<file path="src/rtl/core/rht_pkg.sv">
// rht_pkg: shared types and constants for the rider hazard tracker
// beat payload structs, table entry layout, settings and state codes
// no dependencies
`default_nettype none

package rht_pkg;

   localparam int RIDER_SLOTS = 64;
   localparam int SLOT_BITS   = $clog2(RIDER_SLOTS);
   localparam int POS_BITS    = 16;
   localparam int TIME_BITS   = 32;
   localparam int CNT_BITS    = 16;
   localparam int MS_BITS     = 16;
   localparam int TOL_BITS    = 15;
   localparam int CSR_IDX_BITS = 3;
   localparam int CSR_DATA_BITS = 16;

   localparam logic [POS_BITS-1:0] POS_HALF = {1'b1, {(POS_BITS-1){1'b0}}};
   localparam logic [CNT_BITS-1:0] CNT_MAX  = {CNT_BITS{1'b1}};

   // configuration register indexes
   typedef enum logic [CSR_IDX_BITS-1:0] {
      CSR_WRONG_WAY_MS   = 3'd0,
      CSR_STATIONARY_MS  = 3'd1,
      CSR_COOLDOWN_MS    = 3'd2,
      CSR_STILL_TOL      = 3'd3,
      CSR_JUMP_THRESHOLD = 3'd4
   } csr_index_type;

   localparam logic [MS_BITS-1:0]  WRONG_WAY_MS_RST   = 16'd1000;
   localparam logic [MS_BITS-1:0]  STATIONARY_MS_RST  = 16'd2000;
   localparam logic [MS_BITS-1:0]  COOLDOWN_MS_RST    = 16'd3000;
   localparam logic [TOL_BITS-1:0] STILL_TOL_RST      = 15'd197;
   localparam logic [TOL_BITS-1:0] JUMP_THRESHOLD_RST = 15'd6554;

   typedef enum logic [1:0] {
      KIND_NONE  = 2'd0,
      KIND_STILL = 2'd1,
      KIND_WRONG = 2'd2
   } hazard_kind_type;

   typedef enum logic {
      ST_IDLE = 1'b0,
      ST_CALC = 1'b1
   } state_type;

   typedef struct packed {
      logic [SLOT_BITS-1:0] rider_slot;
      logic [POS_BITS-1:0]  lap_fraction;
      logic                 is_crashed;
      logic                 is_excluded;
      logic [TIME_BITS-1:0] now_ms;
   } req_type;

   typedef struct packed {
      logic [SLOT_BITS-1:0] slot_echo;
      logic [1:0]           hazard_kind;
      logic                 hazard_held;
      logic                 going_wrong_way;
      logic [CNT_BITS-1:0]  crash_total;
      logic                 crash_edge;
      logic                 jump_seen;
      logic                 first_seen;
   } rsp_type;

   typedef struct packed {
      logic [MS_BITS-1:0]  wrong_way_ms;
      logic [MS_BITS-1:0]  stationary_ms;
      logic [MS_BITS-1:0]  cooldown_ms;
      logic [TOL_BITS-1:0] still_tolerance;
      logic [TOL_BITS-1:0] jump_threshold;
   } cfg_type;

   typedef struct packed {
      logic [POS_BITS-1:0]  last_pos;
      logic [POS_BITS-1:0]  anchor_pos;
      logic                 prev_crash;
      logic                 back_on;
      logic [TIME_BITS-1:0] back_start;
      logic                 still_on;
      logic [TIME_BITS-1:0] still_start;
      logic                 cool_on;
      logic [TIME_BITS-1:0] cool_start;
      hazard_kind_type      kind;
      logic                 confirmed;
      logic [CNT_BITS-1:0]  crash_cnt;
   } entry_type;

endpackage

`default_nettype wire

</file>
<file path="src/rtl/core/rht_update.sv">
// rht_update: next value of one rider entry and the response beat for a sample
// teleport check, wrong-way and dwell timers, hazard machine, crash counter
// depends on rht_pkg
`default_nettype none

module rht_update
   import rht_pkg::*;
(
   input  wire req_type   req,
   input  wire logic      entry_vld,
   input  wire entry_type entry,
   input  wire cfg_type   cfg,
   output entry_type      entry_new,
   output rsp_type        rsp
);

   logic [POS_BITS-1:0]  delta;
   logic [POS_BITS-1:0]  mag;
   logic [POS_BITS-1:0]  adelta;
   logic [POS_BITS-1:0]  amag;
   logic                 backward;
   logic                 jump;
   logic                 moved;
   logic                 ww;
   logic                 still;
   logic                 cond;
   logic                 edge_hit;
   logic [TIME_BITS-1:0] back_start_n;
   logic [TIME_BITS-1:0] still_start_n;
   logic                 still_on_n;
   entry_type            seed;

   always_comb begin
      delta    = req.lap_fraction - entry.last_pos;
      backward = delta > POS_HALF;
      mag      = backward ? (~delta + 1'b1) : delta;
      jump     = mag > {1'b0, cfg.jump_threshold};

      adelta = req.lap_fraction - entry.anchor_pos;
      amag   = (adelta > POS_HALF) ? (~adelta + 1'b1) : adelta;
      moved  = amag > {1'b0, cfg.still_tolerance};

      back_start_n = (backward && !entry.back_on) ? req.now_ms : entry.back_start;
      ww = backward &&
           ((req.now_ms - back_start_n) >= {{(TIME_BITS-MS_BITS){1'b0}}, cfg.wrong_way_ms});

      still_on_n    = !moved;
      still_start_n = (!moved && !entry.still_on) ? req.now_ms : entry.still_start;
      still = still_on_n &&
              ((req.now_ms - still_start_n) >= {{(TIME_BITS-MS_BITS){1'b0}}, cfg.stationary_ms});

      cond     = req.is_crashed || ww || still;
      edge_hit = req.is_crashed && !entry.prev_crash;

      seed             = entry;
      seed.last_pos    = req.lap_fraction;
      seed.anchor_pos  = req.lap_fraction;
      seed.prev_crash  = req.is_crashed;
      seed.back_on     = 1'b0;
      seed.back_start  = '0;
      seed.still_on    = 1'b0;
      seed.still_start = '0;
      seed.cool_on     = 1'b0;
      seed.cool_start  = '0;
      seed.kind        = KIND_NONE;
      seed.confirmed   = 1'b0;

      rsp                 = '0;
      rsp.slot_echo       = req.rider_slot;

      if (!entry_vld) begin
         entry_new           = seed;
         entry_new.crash_cnt = '0;
         rsp.first_seen      = 1'b1;
      end else if (jump) begin
         entry_new     = seed;
         rsp.jump_seen = 1'b1;
      end else begin
         entry_new             = entry;
         entry_new.back_on     = backward;
         entry_new.back_start  = back_start_n;
         entry_new.anchor_pos  = moved ? req.lap_fraction : entry.anchor_pos;
         entry_new.still_on    = still_on_n;
         entry_new.still_start = still_start_n;

         if (req.is_excluded) begin
            entry_new.kind      = KIND_NONE;
            entry_new.confirmed = 1'b0;
            entry_new.cool_on   = 1'b0;
         end else if (cond) begin
            // an unconfirmed crash always opens as stationary
            if (!entry.confirmed && req.is_crashed) begin
               entry_new.kind = KIND_STILL;
            end else begin
               entry_new.kind = ww ? KIND_WRONG : KIND_STILL;
            end
            entry_new.confirmed = 1'b1;
            entry_new.cool_on   = 1'b0;
         end else if (entry.confirmed) begin
            if (!still_on_n && !entry.cool_on) begin
               entry_new.cool_on    = 1'b1;
               entry_new.cool_start = req.now_ms;
            end else if (entry.cool_on &&
                         ((req.now_ms - entry.cool_start) >=
                          {{(TIME_BITS-MS_BITS){1'b0}}, cfg.cooldown_ms})) begin
               entry_new.kind      = KIND_NONE;
               entry_new.confirmed = 1'b0;
               entry_new.cool_on   = 1'b0;
            end
         end

         if (edge_hit && (entry.crash_cnt != CNT_MAX)) begin
            entry_new.crash_cnt = entry.crash_cnt + 1'b1;
         end
         entry_new.prev_crash = req.is_crashed;
         entry_new.last_pos   = req.lap_fraction;

         rsp.going_wrong_way = ww;
         rsp.crash_edge      = edge_hit;
      end

      rsp.hazard_kind = entry_new.kind;
      rsp.hazard_held = entry_new.confirmed;
      rsp.crash_total = entry_new.crash_cnt;
   end

endmodule

`default_nettype wire

</file>
<file path="config.mk">
export PLATFORM = sky130hd
export DESIGN_NAME = rht_update
export DESIGN_NICKNAME = d
export VERILOG_FILES = /design/src/rtl/core/rht_pkg.sv /design/src/rtl/core/rht_update.sv
export SDC_FILE = /design/constraint.sdc
export NUM_CORES = 1
export LEC_CHECK = 0
export BUFFER_PORTS_ARGS = -buffer_cell sky130_fd_sc_hd__buf_2
export CAP_MARGIN = 20
export CORE_AREA = 4 4 180 182
export DETAILED_ROUTE_END_ITERATION = 8
export DIE_AREA = 0 0 184 186
export GPL_TIMING_DRIVEN = 0
export MAX_ROUTING_LAYER = met4
export PLACE_DENSITY = 0.72
export SLEW_MARGIN = 20
export SYNTH_ARGS = -nofsm -noshare
export SYNTH_HDL_FRONTEND = slang
export SYNTH_SLANG_ARGS = --single-unit
</file>
<file path="constraint.sdc">
create_clock -name vclk -period 33.4
set_clock_uncertainty 0.05 [all_clocks]
set_input_delay 6.68 -clock vclk [all_inputs]
set_output_delay 6.68 -clock vclk [all_outputs]
set_load 0.01 [all_outputs]
</file>
==> results of run 1 <==
==> synth_stat cells (10+ instances only) <==
cell type	instances	area, um^2
ha_1	205	2560
a21oi_1	179	896
inv_1	176	661
nor2_1	170	638
nand2_1	116	435
o21ai_0	102	510
mux2i_1	73	731
xnor2_1	71	622
nand3_1	69	345
clkbuf_1	48	180
a21o_1	46	345
buf_4	43	323
nor3_1	43	215
nand2b_1	34	213
o21ai_1	34	170
xor2_1	33	289
o21a_1	32	240
a211oi_1	26	195
nand4_1	26	163
and2_1	22	138
o211ai_1	20	150
buf_2	17	85.1
nor2b_1	17	106
or3_1	15	93.8
a31oi_1	14	87.6
and3_1	14	87.6
nor4_1	13	81.3
mux2_2	12	135
o2111ai_1	11	96.3
a2111oi_0	10	87.6
o31ai_1	10	75.1
==> worst paths after layout <==
path                   to  slack, ps     from
setup / recovery  rsp[22]       8380  req[34]
hold / removal    rsp[27]      13500  req[54]
==> kinds of logic after synthesis <==
logic type      Yosys count  synth area share [%]
simple gates            596                  23.6
xor+xnor                105                  7.25
compound gates          583                  29.9
buf+inv                 294                  10.4
mux                      96                  8.00
fa+ha+maj               210                  20.8
==> final cells by class <==
type               count  area (um^2)
fillers             3165        15000
plain buffers        118          674
well taps            396          495
multi-input cells   1590        11500
diodes                11         27.5
repair buffers       459         2300
inverters            176          661
==> routing by layer <==
metal / up-vias / track usage, % / routed length (um) / part of all wire, %
li1: 7778 / - / - / -
met1: 7353 / 40.2 / 24100 / 45
met2: 746 / 46.4 / 23800 / 44
met3: 75 / 2.66 / 4170 / 7.8
met4: 0 / 8.34 / 1580 / 2.9
met5: - / - / 0 / 0
==> worst max-delay path: cells and delay by family <==
family | cells | cell delay, ps
AO/OA/AOI/OAI | 17 | 4340
AND/OR/NAND/NOR | 15 | 2970
buffers and inverters | 9 | 1710
adder cells (fa/ha/maj) | 5 | 1530
multiplexers | 2 | 740
XOR/XNOR | 2 | 300
==> per-stage QoR <==
stage,setup WS (ps),area [um^2]
floorplan,10740,12800
global placement,8730,15600
detailed placement,8620,15600
CTS,8580,15600
global route,7530,15600
finish,8380,15600
==> run metrics, run 1 <==
DRT Wirelength 53.6 mm; part of the cycle the worst path needs 74.9%; postcts setup bufs 0; Layout clock buffers 0; critical path peak fanout 10; # nets final 2841; layout overhead on the synthesized area 22.1%; Critical Path AT 18290 ps; via count 16000; Synth cell types 93; leading cell type in the layout, fill and taps excluded buf_2; FP Rows 64; first-pass GRT wire length 78.9 mm; die area 34200 um^2; Tmin final 25020 ps; most frequent cells in the layout buf_2, ha_1, a21oi_1, inv_1, nor2_1; max incr delay on CP 580 ps; Post-CTS Resized 0; GRT Util Overall 29.4%; Critical Path RT 26670 ps; Mapped Nets 2380; number of hold buffers added after cts 0; Initial Utilization 41.8%; DR WL/cell 19.5 um; synthesis warning total 0; post-route insts no fill 2750; Hold Slack 13500 ps; outcome finished clean; vias in the first global route 14500; layout cell share with drive strength beyond 1 25.3%; Slowest cell on crit path nor4_2; First-pass DRT Iterations 5; Total Neg Setup Slack 0 ps; I/O Pins 466; Max Cap Viol 0; RePlAce Congestion 0.985; antenna violations before repair 11; DP HPWL 46.0 mm; Worst Hold Class input port to output pin; IO buf count 459; Post-Syn Area 12800 um^2; Placed Instances 2739; 1st-iter DRT viols 1370; Crit. End Element output pin; Core Box Area 30600 um^2; Final Max Slew Viols 0; WHS Path Cells 2; register area share after synthesis 0%; Finish-stage setup viols 0; Slew @ Worst Pin 1160 ps; Setup crit start kind input port; RSZ-0062 raised after global routing false; Via density 5.80; largest net degree at the start of global routing 11; DR DRC count 0; Rel. slew slack 22.8%; Die W 184 um; final hold violation count 0; gr ovfl total 0; Mapped Cells 1884; Post-DRT Antenna Nets 0; Die Ht 186 um; Mapped Avg Cell Area 6.79 um^2; sequential cells 0; crit path kind input port to output pin; Register Area 0 um^2; achievable frequency 40.0 MHz; Core Util, Final 51.1%
==> run 2, diff against run 1 <==
Settings changed: CORE_AREA 4 4 180 182 to 4 4 179 181, DIE_AREA 0 0 184 186 to 0 0 183 185, PLACE_DENSITY 0.72 to 0.75.
Clock period 33.4 ns to 22.8 ns, I/O delays scaled along.
==> run 2 against run 1 <==
  * Worst hold slack worse by 4200 ps
  * Non-clock buffer count grew 1
  * Critical endpoint unchanged
  * Sequential share of layout area stayed put
  * Critical path depth unchanged
  * Highest routed layer unchanged
  * First-iteration DRC count down 8.3%
  * Sequential cell count stayed put
  * Critical path type unchanged
==> run metrics, run 2 (same netlist as run 1, synthesis figures left out) <==
outcome finished clean (unchanged); Die W 183 um (was 184 um); Initial Utilization 42.0% (was 41.8%); Filler cells 3161 (was 3165); Slew @ Worst Pin 955 ps (was 1160 ps); Core Box Area 30400 um^2 (was 30600 um^2); DR DRC count 0 (unchanged); # nets final 2842 (was 2841); largest net degree at the start of global routing 11 (unchanged); Max Cap Viol 0 (unchanged); Crit. End Element output pin (unchanged); P_leak 8.05 nW; 1st-iter DRT viols 1256 (was 1370); antenna violations before repair 6 (was 11); number of hold buffers added after cts 0 (unchanged); leading cell type in the layout, fill and taps excluded buf_2 (unchanged); critical path peak fanout 10 (unchanged); DR WL/cell 19.5 um (about the same); most frequent cells in the layout buf_2, ha_1, a21oi_1, inv_1, nor2_1 (unchanged); postcts setup bufs 0 (unchanged); first-pass GRT wire length 79.7 mm (was 78.9 mm); footprint of the multi-input gates 11500 um^2 (about the same); via count 15900 (was 16000); WHS Path Cells 2 (unchanged); Worst Hold Endpoint rsp[27] (unchanged); crit path kind input port to output pin (unchanged); Tmin final 20660 ps; Layout clock buffers 0 (unchanged); cell area after layout 15600 um^2 (about the same); I/O Pins 466 (unchanged); gr ovfl total 0 (unchanged); Register Area 0 um^2 (unchanged); RePlAce Congestion 0.974 (was 0.985); layout cell share with drive strength beyond 1 25.3% (about the same); Cell Pwr Density 53.0 nW/um^2; placed cell area 15600 um^2 (unchanged); Finish-stage setup viols 0 (unchanged); Critical Path RT 18190 ps (was 26670 ps); Rel. slew slack 35.9% (was 22.8%); hold_sp req[54] (unchanged); GRT Util Overall 29.8% (was 29.4%); DRT Wirelength 53.6 mm (about the same); DP HPWL 46.0 mm (about the same); die area 33900 um^2 (was 34200 um^2); Via density 5.79 (was 5.80); layout overhead on the synthesized area 22.0% (was 22.1%); Critical Path AT 16050 ps (was 18290 ps); Slowest cell on crit path a211oi_2 (was nor4_2); sequential cells 0 (unchanged); Final Max Slew Viols 0 (unchanged); RSZ-0062 raised after global routing false (unchanged); Post-CTS Resized 0 (unchanged); Setup crit start kind input port (unchanged); maximum vdd drop 31.0 uV; IO buf count 459 (unchanged); final hold violation count 0 (unchanged); First-pass DRT Iterations 6 (was 5); vias in the first global route 14800 (was 14500); achievable frequency 48.4 MHz; Worst Hold Class input port to output pin (unchanged); Total Neg Setup Slack 0 ps (unchanged); max incr delay on CP 440 ps (was 580 ps); part of the cycle the worst path needs 90.6%; Post-DRT Antenna Nets 0 (unchanged); FP Rows 64 (unchanged); Die Ht 185 um (was 186 um)
==> run 2: cell types whose count changed in the layout (fill, tap and decap cells not counted), sizes merged <==
cell and change:
diode -5, buf +1
==> run 2: layer usage <==
layer  global-route usage (%)  wire (um)
met3                     4.63       4430
met2                     46.0      23700
met5                        -          0
met1                     40.3      24000
met4                     8.43       1540
==> run 2: power breakdown <==
part	switching, mW	internal (mW)	leakage [nW]
clock network	0	0.00000000417	0.0000409
registers	0	0	0
logic	0.499	0.328	8.05
total	0.499	0.328	8.05
==> run 2: worst max-delay path: cells and delay by family <==
family | cells | cell delay, ps
buffers and inverters | 8 | 1620
adder cells (fa/ha/maj) | 5 | 1530
AO/OA/AOI/OAI | 17 | 4030
XOR/XNOR | 2 | 300
AND/OR/NAND/NOR | 16 | 3280
multiplexers | 2 | 720
==> run 2: through the flow <==
stage / utilization (%) / cells / power (mW) / setup WS (ps) / hold WS [ps]
finish: 51.3 / 2746 / 0.827 / 2140 / 9250
global route: 51.3 / 2746 / 0.909 / 1330 / 9260
CTS: 51.2 / 2740 / 0.815 / 2320 / 9260
detailed placement: 51.2 / 2740 / 0.809 / 2340 / 9260
global placement: 51.2 / 2739 / 0.796 / 2520 / 9260
floorplan: - / 1884 / 0.553 / 4380 / 9110
==> run 2: how the worst max path moves through the flow <==
stage	start	end	slack (ps)	cells past startpoint
floorplan	req[34]	rsp[22]	4380	47
global placement	req[34]	rsp[22]	2520	50
detailed placement	req[34]	rsp[22]	2340	50
CTS	req[34]	rsp[22]	2320	50
global route	req[34]	rsp[22]	1330	50
finish	req[34]	rsp[22]	2140	50
==> run 2: layout make-up <==
cell class | instances | share of cell area [%]
Antenna cell | 6 | 0.0962
Buffer | 118 | 4.32
Inverter | 176 | 4.23
Multi-Input combinational cell | 1590 | 73.4
Tap cell | 396 | 3.17
Timing Repair Buffer | 460 | 14.8
Power figures use the tool's default switching activity.
